==> config.mk <==
export PLATFORM = sky130hd
export DESIGN_NAME = ppc_front
export DESIGN_NICKNAME = d
export VERILOG_FILES = /design/src/rtl/core/ppc_pkg.sv /design/src/rtl/core/ppc_front.sv
export SDC_FILE = /design/constraint.sdc
export NUM_CORES = 1
export LEC_CHECK = 0
export BUFFER_PORTS_ARGS = -buffer_cell sky130_fd_sc_hd__buf_2
export CAP_MARGIN = 5
export CELL_PAD_IN_SITES_DETAIL_PLACEMENT = 2
export CELL_PAD_IN_SITES_GLOBAL_PLACEMENT = 2
export CORE_ASPECT_RATIO = 0.5
export CORE_UTILIZATION = 30
export DETAILED_ROUTE_END_ITERATION = 8
export GPL_TIMING_DRIVEN = 0
export PLACE_DENSITY_LB_ADDON = 0.25
export SLEW_MARGIN = 20
export SYNTH_ARGS = -nofsm -noshare
export SYNTH_HDL_FRONTEND = slang
export SYNTH_SLANG_ARGS = --single-unit
==> constraint.sdc <==
create_clock -name clk -period 6.1 [get_ports clk]
set_clock_uncertainty 0.05 [all_clocks]
set_input_delay 0.305 -clock clk [delete_from_list [all_inputs] [get_ports clk]]
set_output_delay 0.305 -clock clk [all_outputs]
set_load 0.005 [all_outputs]
==> src/rtl/core/ppc_pkg.sv <==
package ppc_pkg;

	localparam int COORD_W = 32;
	localparam int ICON_W = 5;
	localparam int CNT_W = 16;
	localparam int RIDX_W = 7;
	localparam int TOTAL_W = 32;

	// action codes on the input item
	localparam logic [1:0] ACT_ADD = 2'd0;
	localparam logic [1:0] ACT_CLEAR = 2'd1;
	localparam logic [1:0] ACT_READ = 2'd2;

	// decoded command ops
	localparam logic [1:0] OP_ADD = 2'd0;
	localparam logic [1:0] OP_CLEAR = 2'd1;
	localparam logic [1:0] OP_READ = 2'd2;
	localparam logic [1:0] OP_NOP = 2'd3;

	// config register indexes
	localparam logic [1:0] REG_CAM_X = 2'd0;
	localparam logic [1:0] REG_CAM_Y = 2'd1;
	localparam logic [1:0] REG_CAM_Z = 2'd2;

	typedef struct packed {
		logic [1:0] action;
		logic [ICON_W-1:0] icon_id;
		logic signed [COORD_W-1:0] pin_x;
		logic signed [COORD_W-1:0] pin_y;
		logic signed [COORD_W-1:0] pin_z;
		logic [CNT_W-1:0] pin_count;
		logic [RIDX_W-1:0] read_index;
	} item_t;

	typedef struct packed {
		logic [RIDX_W-1:0] bin_index;
		logic merged;
		logic table_full;
		logic bin_valid;
		logic signed [COORD_W-1:0] bin_x;
		logic signed [COORD_W-1:0] bin_y;
		logic signed [COORD_W-1:0] bin_z;
		logic [ICON_W-1:0] bin_icon;
		logic [TOTAL_W-1:0] bin_total;
		logic [CNT_W-1:0] bin_members;
	} result_t;

	// classified command between front and back
	typedef struct packed {
		logic [1:0] op;
		logic [ICON_W-1:0] icon;
		logic signed [COORD_W-1:0] x;
		logic signed [COORD_W-1:0] y;
		logic signed [COORD_W-1:0] z;
		logic [CNT_W-1:0] cnt;
		logic [RIDX_W-1:0] ri;
	} cmd_t;

	typedef struct packed {
		logic signed [COORD_W-1:0] x;
		logic signed [COORD_W-1:0] y;
		logic signed [COORD_W-1:0] z;
	} cam_t;

	// one stored bin
	typedef struct packed {
		logic [ICON_W-1:0] icon;
		logic signed [COORD_W-1:0] x;
		logic signed [COORD_W-1:0] y;
		logic signed [COORD_W-1:0] z;
		logic [TOTAL_W-1:0] total;
		logic [CNT_W-1:0] members;
	} entry_t;

endpackage

==> src/rtl/core/ppc_front.sv <==
module ppc_front import ppc_pkg::*; #(
	parameter int ICON_COUNT = 32
) (
	input logic clk,
	input logic arst_n,
	input logic push,
	input item_t item,
	output logic full,
	input logic cmd_take,
	output logic cmd_valid,
	output cmd_t cmd
);

	cmd_t ent_q [2];
	logic wr_ptr_q, rd_ptr_q;
	logic [1:0] count_q;
	cmd_t dec;
	logic do_push, do_pop;

	always_comb begin
		dec.icon = item.icon_id;
		dec.x = item.pin_x;
		dec.y = item.pin_y;
		dec.z = item.pin_z;
		dec.cnt = (item.pin_count == '0) ? CNT_W'(1) : item.pin_count;
		dec.ri = item.read_index;
		priority if (item.action == ACT_ADD && int'(item.icon_id) < ICON_COUNT)
			dec.op = OP_ADD;
		else if (item.action == ACT_CLEAR)
			dec.op = OP_CLEAR;
		else if (item.action == ACT_READ)
			dec.op = OP_READ;
		else
			dec.op = OP_NOP;
	end

	assign full = (count_q == 2'd2);
	assign cmd_valid = (count_q != 2'd0);
	assign cmd = ent_q[rd_ptr_q];
	assign do_push = push && !full;
	assign do_pop = cmd_take && cmd_valid;

	always_ff @(posedge clk) begin
		if (do_push) ent_q[wr_ptr_q] <= dec;
	end

	always_ff @(posedge clk or negedge arst_n) begin
		if (!arst_n) begin
			wr_ptr_q <= 1'b0;
			rd_ptr_q <= 1'b0;
			count_q <= 2'd0;
		end else begin
			if (do_push) wr_ptr_q <= !wr_ptr_q;
			if (do_pop) rd_ptr_q <= !rd_ptr_q;
			count_q <= count_q + 2'(do_push) - 2'(do_pop);
		end
	end

endmodule

==> summary.md, run 1 <==
| Metric | Value |
|---|---|
| Slowest CP cell | `dfrtp_1` |
| P&R area growth vs syn | `41.6%` |
| Vias in the first global route | `approximately 6,200` |
| Worst-path clk slew | `~60 ps` |
| Worst vdd ir | `roughly 0.18 mV` |
| Die area | `~32,000 um2` |
| Crit path top cell by count | `buf_6` |
| Top Family by Delay on Critical Path | `buffers and inverters` |
| Antenna violations before repair | `1` |
| Critical Path AT | `roughly 1900 ps` |
| Hold Crit Start | `item[11]` |
| Worst R2R Path Depth | `7` |
| Min Hold Slack | `a little under 40 ps` |
| Post-route total power | `about 5.9 mW` |
| Max frequency | `approximately 440 MHz` |
| Fin crit period | `2280 ps` |
| Core outline area | `between 30,000 and 40,000 um2` |
| Startpoint Class | `flip-flop` |
| Final Max Tran Viols | `0` |
| Hold Crit Class | `input port to flip-flop` |
| Num CTS Buffers | `25` |
| Antenna violation net count after detailed routing | `0` |
| Critical path required time | `about 5700 ps` |
| Nets | `966` |
| DRC Markers | `0` |
| Max Cap Viol | `0` |
| GRT Total Usage | `around 15%` |
| Leakage | `between 5 and 6 nW` |
| Reg-to-reg startpoint | `count_q[1]` |
| Number of DRC markers in iteration 0 | `approximately 200` |
| Tightest Pin Transition | `around 570 ps` |
| Run status | `complete, no violations` |
| Chip height | `roughly 130 um` |
| CP Class | `flip-flop to primary output` |
| RePlAce Congestion | `0.731` |
| Largest net degree at the start of global routing | `50` |
| Critical Path Stages | `5` |
| Row count | `45` |
| Via-per-instance ratio | `approximately 4.2` |
| Clk_lat worst skew | `approximately 530 ps` |
| DR vias | `between 5,000 and 6,000` |
| Power density cells | `439 nW/um2` |
| Mean post-synth cell area | `~22 um2` |
| I/O pin cnt | `between 200 and 300` |
| Clock sink total | `around 260` |
| WL per Instance | `19.6 um` |
| Setup violators final | `0` |
| DP HPWL | `approximately 17 mm` |
| Cell variety after synth | `20` |
| Sequential share of the synthesized area | `just over 80%` |
| DP Cell Count | `about 1,100` |
| Port bufs | `255` |
| Synth Register Bits | `256` |
| Share of cells above drive strength 1 | `approximately 50%` |
| Bufs on Longest Clock Path | `3` |
| Mapped Cells | `432` |
| Hold Fails Final Rpt | `0` |
| Normalized max-slew margin | `just over 60%` |
| Root buf cell | `clkbuf_16` |
| Worst path cell trace | `buf_6 -> buf_6 -> buf_6 -> mux2_4 -> buf_2` |
| GR Overflow Total | `0` |
| Non-filler instance count after layout | `~1,300` |
| Worst hold path depth | `2` |
| RSZ-0062 raised after global routing | `false` |
| Postcts setup bufs | `0` |
| Starting density of the core | `a little under a third` |
| Crit Reg-Reg Endpoint | `ent_q[0][95]` |
| Post-Syn Area | `9500 um2` |
| Total wire length | `25.0 mm` |
| Die W | `254 um` |
| Buf/Inv on CP | `4` |
| Crit share post-route | `between 30% and 40%` |
| Pre-Repair DR Iteration Count | `4` |
| Crit end category | `primary output` |
| Syn. warnings | `0` |
| Largest stage delay, worst path | `around 340 ps` |
| First-pass GRT wire length | `~37 mm` |
| CTS tree | `done` |
| H-tree levels | `1` |
| Worst Hold Path EP | `ent_q[1][11]` |
| CP max FO | `10` |
| Reg2Reg Setup Slack | `slightly below 4000 ps` |
| Mapped Nets | `about 560` |
cell families (layout without fill, tap and decap cells):
group | Yosys count | in the layout | synth area share, %
fa+ha+maj | 2 | 2 | 0.263
mux | 126 | 126 | 16.1
simple gates | 10 | 10 | 0.593
xor+xnor | 4 | 4 | 0.369
other cells | 0 | 1 | 0
flops | 256 | 256 | 80.7
buf+inv | 33 | 453 | 1.82
compound gates | 1 | 1 | 0.105
layout make-up:
type	count	area, um2
Antenna cell	1	2.50
Buffer	31	165
Clock buffer	34	689
Clock inverter	11	123
Fill cell	2971	17300
Inverter	2	7.51
Multi-Input combinational cell	143	1670
Sequential cell	256	7670
Tap cell	423	529
Timing Repair Buffer	375	2590
worst max-delay path by stage:
stage                     from            to
finish                rd_ptr_q       cmd[89]
global route        count_q[0]  ent_q[0][90]
global placement    count_q[1]  ent_q[0][87]
CTS                 count_q[0]  ent_q[0][95]
floorplan           count_q[1]   ent_q[0][0]
detailed placement  count_q[0]  ent_q[0][87]
metal layers:
layer	global-route usage [%]	share of wire, %	up-vias	wire (um)
li1	-	-	2500	-
met1	16.0	36	2793	8950
met2	31.6	59	78	14700
met5	0	0	-	0
met4	4.57	2.8	0	706
met3	2.56	2.4	36	607
registers in the layout, indices dropped and copies added, names as in the netlist:
name / flops
count_q: 2
rd_ptr_q: 1
wr_ptr_q: 1
ent_q: 252
placed cells by master, fill, tap and decap left out, drive strengths merged:
| cell type | n |
|---|---|
| and2 | 1 |
| clkinv | 8 |
| or2 | 1 |
| inv | 2 |
| ha | 2 |
| buf | 277 |
| clkbuf | 51 |
| dfrtp | 4 |
| nor2 | 1 |
| nor3 | 1 |
| a41o | 1 |
| nand2b | 1 |
| xor2 | 1 |
| bufinv | 3 |
| nor4 | 3 |
| and3 | 1 |
| diode | 1 |
| dlygate4sd3 | 112 |
| xnor2 | 3 |
| mux2 | 126 |
| edfxtp | 252 |
| nand2 | 1 |
per-stage QoR:
stage	cell area [um2]	TNS [ps]	utilization, %	setup slack [ps]
CTS	13400	0	43.7	3780
detailed placement	11500	0	37.5	3770
floorplan	9500	0	-	1740
global route	13400	0	43.7	3700
global placement	11300	-69530	36.8	-564
finish	13400	0	43.7	3820
cells in the mapped netlist:
master	count	area [um2]
mux2_4	30	450
or2_2	1	6.26
xor2_1	1	8.76
inv_1	2	7.51
dfrtp_1	4	100
a41o_1	1	10.0
ha_1	2	25.0
and2_1	1	6.26
xnor2_1	3	26.3
buf_2	9	45.0
edfxtp_1	252	7570
nor4_1	3	18.8
nor3_1	1	5.00
and3_1	1	6.26
mux2_2	96	1080
clkbuf_1	17	63.8
nand2b_1	1	6.26
nor2_1	1	3.75
nand2_1	1	3.75
buf_6	5	56.3
power by group:
group	total, mW	switching (mW)	internal [mW]
registers	2.50	0.0958	2.40
logic	1.84	0.906	0.931
clock network	1.57	0.660	0.914
total	5.91	1.66	4.25
worst reg2reg max path: cells and delay by family (launching register included):
family	cells	cell delay, ps
buffers and inverters	4	780
flip-flops	1	400
AND/OR/NAND/NOR	3	670
timing repair:
| action | 4_1_cts | 5_1_grt |
|---|---|---|
| resized for setup | 0 | 0 |
| endpoints found under the hold margin | 226 | 0 |
| hold buffers | 112 | 0 |
Power figures use the tool's default switching activity.
==> run 2, diff against run 1 <==
==> constraint.sdc (replaced) <==
create_clock -name clk -period 2.03 [get_ports clk]
set_clock_uncertainty 0.05 [all_clocks]
set_input_delay 0.1015 -clock clk [delete_from_list [all_inputs] [get_ports clk]]
set_output_delay 0.1015 -clock clk [all_outputs]
set_load 0.005 [all_outputs]
==> run 2 against run 1 <==
Count of clock-buffer cells in the layout fell by 6; wire length rose by 7.5%; final cell count rose by 1.7%; global-route usage rose by 1.2 points.
==> summary.md, run 2 (synthesized netlist as in run 1, its figures left out) <==
| Metric | Value |
|---|---|
| Run status | `complete, no violations` |
| Commonest non-fill, non-tap cells in the layout | `252 x edfxtp_1, 234 x buf_2, 130 x dlygate4sd3_1` |
| Min Hold Slack | `247 ps` |
| Max frequency | `between 500 and 600 MHz` |
| Clk_lat worst skew | `approximately 520 ps` |
| Worst vdd ir | `between 0.6 and 0.7 mV` |
| Crit Reg-Reg Endpoint | `count_q[1]` |
| Crit share post-route | `98.1%` |
| Startpoint Class | `flip-flop` |
| Normalized max-slew margin | `57.8%` |
| Area after DPL | `11,500 um2` |
| Die area | `about 32,000 um2` |
| Nets | `between 900 and 1,000` |
| CP Class | `flip-flop to primary output` |
| Vias in the first global route | `approximately 6,600` |
| Number of DRC markers in iteration 0 | `roughly 170` |
| WL per Instance | `20.7 um` |
| DRC Markers | `0` |
| Tightest Pin Transition | `approximately 630 ps` |
| Via-per-instance ratio | `4.26` |
| First-pass GRT wire length | `about 40 mm` |
| Worst R2R Path Depth | `7` |
| Fin crit period | `between 1500 and 2000 ps` |
| Final instance area | `roughly 14,000 um2` |
| CP max FO | `10` |
| Ant. Diodes | `0` |
| Commonest non-fill, non-tap cell in the layout | `edfxtp_1` |
| Worst-path clk slew | `around 70 ps` |
| Row count | `45` |
| Reg-to-reg startpoint | `count_q[1]` |
| Top reg by flops | `ent_q` |
| Leakage | `5.31 nW` |
| Hold Crit Start | `item[112]` |
| Pre-Repair DR Iteration Count | `4` |
| P&R area growth vs syn | `46.7%` |
| DR vias | `roughly 5,500` |
| GRT Total Usage | `about 17%` |
| Setup TNS Final | `0 ps` |
| GR Overflow Total | `0` |
| Power density cells | `between 1000 and 1500 nW/um2` |
| Starting density of the core | `between 30% and 40%` |
| Area of the multi-input gates | `roughly 1700 um2` |
| Critical Path AT | `1840 ps` |
| Num CTS Buffers | `25` |
| Clock sink total | `around 260` |
| Setup violators final | `0` |
| Port bufs | `255` |
| Largest register FFs | `approximately 250` |
| Antenna violation net count after detailed routing | `0` |
| CTS tree | `done` |
| Hold Crit Class | `input port to flip-flop` |
| Die W | `around 250 um` |
| Largest net degree at the start of global routing | `between 40 and 50` |
| Critical path required time | `between 1500 and 2000 ps` |
| Worst Hold Path EP | `ent_q[1][112]` |
| Post-route total power | `roughly 19 mW` |
| Share of cells above drive strength 1 | `a little over half` |
| Biggest regs | `ent_q (252), count_q (2)` |
| H-tree levels | `1` |
| Bufs on Longest Clock Path | `3` |
| RSZ-0062 raised after global routing | `true` |
| RePlAce Congestion | `~0.73` |
| Chip height | `~130 um` |
| Total wire length | `26.9 mm` |
| Crit end category | `primary output` |
| Root buf cell | `clkbuf_16` |
| Sequential cell area | `7670 um2` |
| Max Cap Viol | `0` |
| Core outline area | `between 30,000 and 40,000 um2` |
| Reg2Reg Setup Slack | `approximately 90 ps` |
| I/O pin cnt | `about 260` |
| Antenna violations before repair | `3` |
| Hold Fails Final Rpt | `0` |
| Final Max Tran Viols | `0` |
| DP HPWL | `around 17 mm` |
| Filler cell count | `a little under 3,000` |
| Worst hold path depth | `2` |
## run 2: metrics by stage
step / utilization [%] / instances / setup slack, ps
floorplan: - / 432 / -905
global placement: 36.8 / 1110 / -2250
detailed placement: 37.4 / 1118 / -284
CTS: 44.8 / 1298 / -20.1
global route: 45.3 / 1298 / -53.5
finish: 45.3 / 1298 / 38.6
## run 2: worst max-delay path by stage
stage          slack [ps]       start      endpoint  cells after the start
2_1_floorplan        -910  count_q[1]   ent_q[0][0]                      3
3_3_place_gp        -2250  count_q[1]  ent_q[0][98]                      3
3_5_place_dp         -280  count_q[1]  ent_q[1][95]                      4
4_1_cts               -20    rd_ptr_q        cmd[9]                      4
5_1_grt               -50    rd_ptr_q       cmd[15]                      4
6_report               40    rd_ptr_q        cmd[9]                      4
## run 2: critical path, cell delays in order (launching register included)
cell     delay (ps)
dfrtp_1         360
buf_8           160
buf_2           280
mux2_2          380
buf_2           140
## run 2: what timing repair did
| item | CTS | global route |
|---|---|---|
| hold endpoints to repair | 258 | 0 |
| setup buffers | 3 | 0 |
| gates cloned | 2 | 0 |
| hold buffers | 130 | 0 |
| pin swaps | 2 | 0 |
| setup endpoints to repair | 124 | 105 |
| gates resized for setup | 13 | 28 |
## run 2: layer usage
metal,routed length [um],global-route usage [%],part of all wire (%)
met5,0,0,0
met3,784,2.74,2.9
met4,770,4.89,2.9
met1,9820,18.1,37
met2,15500,33.1,58
## run 2: layout make-up
type | instances | area share [%]
buffer | 31 | 1.59
timing repair buffer | 396 | 21.1
multi-input combinational | 145 | 12.2
clock inverter | 17 | 1.63
clock buffer | 28 | 4.64
tap | 423 | 3.80
sequential | 256 | 55.0
inverter | 2 | 0.0539
## run 2: report_power, final
part / switching, mW / leakage (nW) / total, mW / internal [mW]
clock: 2.08 / 0.421 / 5.02 / 2.95
sequential: 0.331 / 2.39 / 7.54 / 7.21
combinational: 2.89 / 2.50 / 6.10 / 3.21
==> run 3, diff against run 2 <==
--- a/config.mk
+++ b/config.mk
@@ -11,6 +11,8 @@
 export CELL_PAD_IN_SITES_GLOBAL_PLACEMENT = 2
 export CORE_ASPECT_RATIO = 0.5
 export CORE_UTILIZATION = 30
+export CTS_BUF_LIST = sky130_fd_sc_hd__clkbuf_16
+export CTS_CLUSTER_DIAMETER = 100
 export DETAILED_ROUTE_END_ITERATION = 8
 export GPL_TIMING_DRIVEN = 0
 export PLACE_DENSITY_LB_ADDON = 0.25
==> constraint.sdc (replaced) <==
create_clock -name clk -period 2.03 [get_ports clk]
set_clock_uncertainty 0.05 [all_clocks]
set_input_delay 0.203 -clock clk [delete_from_list [all_inputs] [get_ports clk]]
set_output_delay 0.203 -clock clk [all_outputs]
set_load 0.005 [all_outputs]
==> run 3 against run 2 <==
The run now ends with negative setup slack left; worst hold slack worse by 160 ps; cell area grew 0.62%; first-iteration DRC count up 12%; clock power hardly changed; global-route usage rose by 0.24 points; critical path depth up 1; setup slack worse by 84 ps; count of clock-buffer cells in the layout fell by 3; die area stayed put; critical path type unchanged.
==> summary.md, run 3 (synthesized netlist as in run 1, its figures left out) <==
| Metric | Value |
|---|---|
| Chip height | `around 130 um` |
| Die area | `around 32,000 um2` |
| DRC Markers | `0` |
| Largest register FFs | `between 200 and 300` |
| Leakage | `5.35 nW` |
| Via-per-instance ratio | `~4.3` |
| Port bufs | `between 200 and 300` |
| Vias in the first global route | `6,548` |
| RSZ-0062 raised after global routing | `true` |
| Top Family by Delay on Critical Path | `buffers and inverters` |
| Largest net degree at the start of global routing | `45` |
| Crit share post-route | `102%` |
| First-pass GRT wire length | `40.3 mm` |
| Area after DPL | `roughly 12,000 um2` |
| Antenna violations before repair | `4` |
| Hold Fails Final Rpt | `0` |
| I/O pin cnt | `258` |
| Crit path top cell by count | `buf_12` |
| Run status | `finished, violations left` |
| Clock sink total | `~260` |
| Row count | `45` |
| DR vias | `5,543` |
| Max Cap Viol | `0` |
| Critical path required time | `between 1500 and 2000 ps` |
| Crit end category | `primary output` |
| Antenna violation net count after detailed routing | `0` |
| Buf/Inv on CP | `4` |
| Final WS setup | `-45.2 ps` |
| Biggest regs | `ent_q (252), count_q (2)` |
| Power density cells | `roughly 1300 nW/um2` |
| Final instance area | `between 10,000 and 15,000 um2` |
| Normalized max-slew margin | `57.6%` |
| CP max FO | `11` |
| Fin crit period | `2080 ps` |
| Total wire length | `27.2 mm` |
| Slowest CP cell | `dfrtp_1` |
| GRT Total Usage | `16.9%` |
| Worst path cell trace | `buf_12 -> buf_12 -> clkbuf_16 -> mux2_4 -> buf_6` |
| Clk_lat worst skew | `~520 ps` |
| Post-route total power | `approximately 19 mW` |
| Hold Crit Class | `input port to flip-flop` |
| Tightest Pin Transition | `about 640 ps` |
| Pre-Repair DR Iteration Count | `6` |
| Largest stage delay, worst path | `about 400 ps` |
| Max frequency | `482 MHz` |
| Startpoint Class | `flip-flop` |
| Critical Path AT | `1820 ps` |
| P&R area growth vs syn | `47.6%` |
| Core outline area | `30,700 um2` |
| Commonest non-fill, non-tap cell in the layout | `edfxtp_1` |
| RePlAce Congestion | `just over 0.7` |
| Nets | `990` |
| Commonest non-fill, non-tap cells in the layout | `252 x edfxtp_1, 225 x buf_2, 129 x dlygate4sd3_1` |
| DP HPWL | `around 17 mm` |
| Share of cells above drive strength 1 | `roughly 52%` |
| CTS tree | `done` |
| Top reg by flops | `ent_q` |
| Starting density of the core | `30.9%` |
| Final Max Tran Viols | `0` |
| WL per Instance | `roughly 21 um` |
| CP Class | `flip-flop to primary output` |
| Worst-path clk slew | `around 70 ps` |
| GR Overflow Total | `0` |
| Num CTS Buffers | `25` |
| H-tree levels | `1` |
| Setup TNS Final | `-1230 ps` |
| Setup violators final | `55` |
| Die W | `254 um` |
| Worst vdd ir | `0.634 mV` |
| Bufs on Longest Clock Path | `3` |
| Root buf cell | `clkbuf_16` |
| Number of DRC markers in iteration 0 | `~190` |
| Failing checks | `negative setup slack` |
run 3: power by group:
group          internal, mW  switching, mW  total [mW]  leakage (nW)
Clock                  2.90           2.10        5.00         0.424
Combinational          3.39           2.94        6.33          2.54
Sequential             7.21          0.336        7.55          2.39
run 3: worst register-to-register path: cells and delay by family (launching register included):
family                   cells  cell delay, ps
buffers and inverters        1              40
flip-flops                   1             440
adder cells (fa/ha/maj)      2             470
XOR/XNOR                     2             320
AND/OR/NAND/NOR              2             530
run 3: final timing paths:
path	start	slack, ps	depth (start not counted)	endpoint
setup / recovery	rd_ptr_q	-50	5	cmd[86]
hold / removal	push	80	3	wr_ptr_q
setup reg to reg	count_q[1]	90	7	count_q[1]
hold reg to reg	count_q[0]	510	1	count_q[0]
max in group asynchronous	arst_n	1240	3	rd_ptr_q
min in group asynchronous	arst_n	510	3	count_q[0]
run 3: layer usage:
metal  vias to the layer above  part of all wire (%)  GRT usage (%)
li1                       2548                     -              -
met4                         0                   2.7           5.07
met3                        43                   2.7           2.80
met2                        97                    57           33.2
met5                         -                     0              0
met1                      2855                    38           18.6
run 3: final cells by class:
cell class | count | area, um2
inverter | 2 | 7.51
timing repair buffer | 397 | 3020
antenna | 1 | 2.50
buffer | 31 | 231
clock buffer | 25 | 626
sequential | 256 | 7670
clock inverter | 20 | 239
tap | 423 | 529
multi-input combinational | 145 | 1700
fill | 2936 | 16700
run 3: per-stage QoR:
stage | std cells | utilization, % | hold slack (ps) | setup slack [ps]
final | 1300 | 45.6 | 83.2 | -45.2
after global routing | 1300 | 45.6 | 65.0 | -121
after CTS | 1297 | 45.3 | 59.9 | -122
after detailed placement | 1118 | 37.4 | -32.9 | -284
after global placement | 1110 | 36.8 | -34.0 | -2250
after floorplan | 432 | - | -143 | -905
run 3: timing repair:
| action | in CTS | in global routing |
|---|---|---|
| endpoints found under the hold margin | 257 | 0 |
| setup endpoints to repair | 185 | 143 |
| cloned | 2 | 2 |
| hold buffers | 129 | 0 |
| resized for setup | 42 | 13 |
| setup buffers | 3 | 0 |
| pin swaps | 2 | 0 |
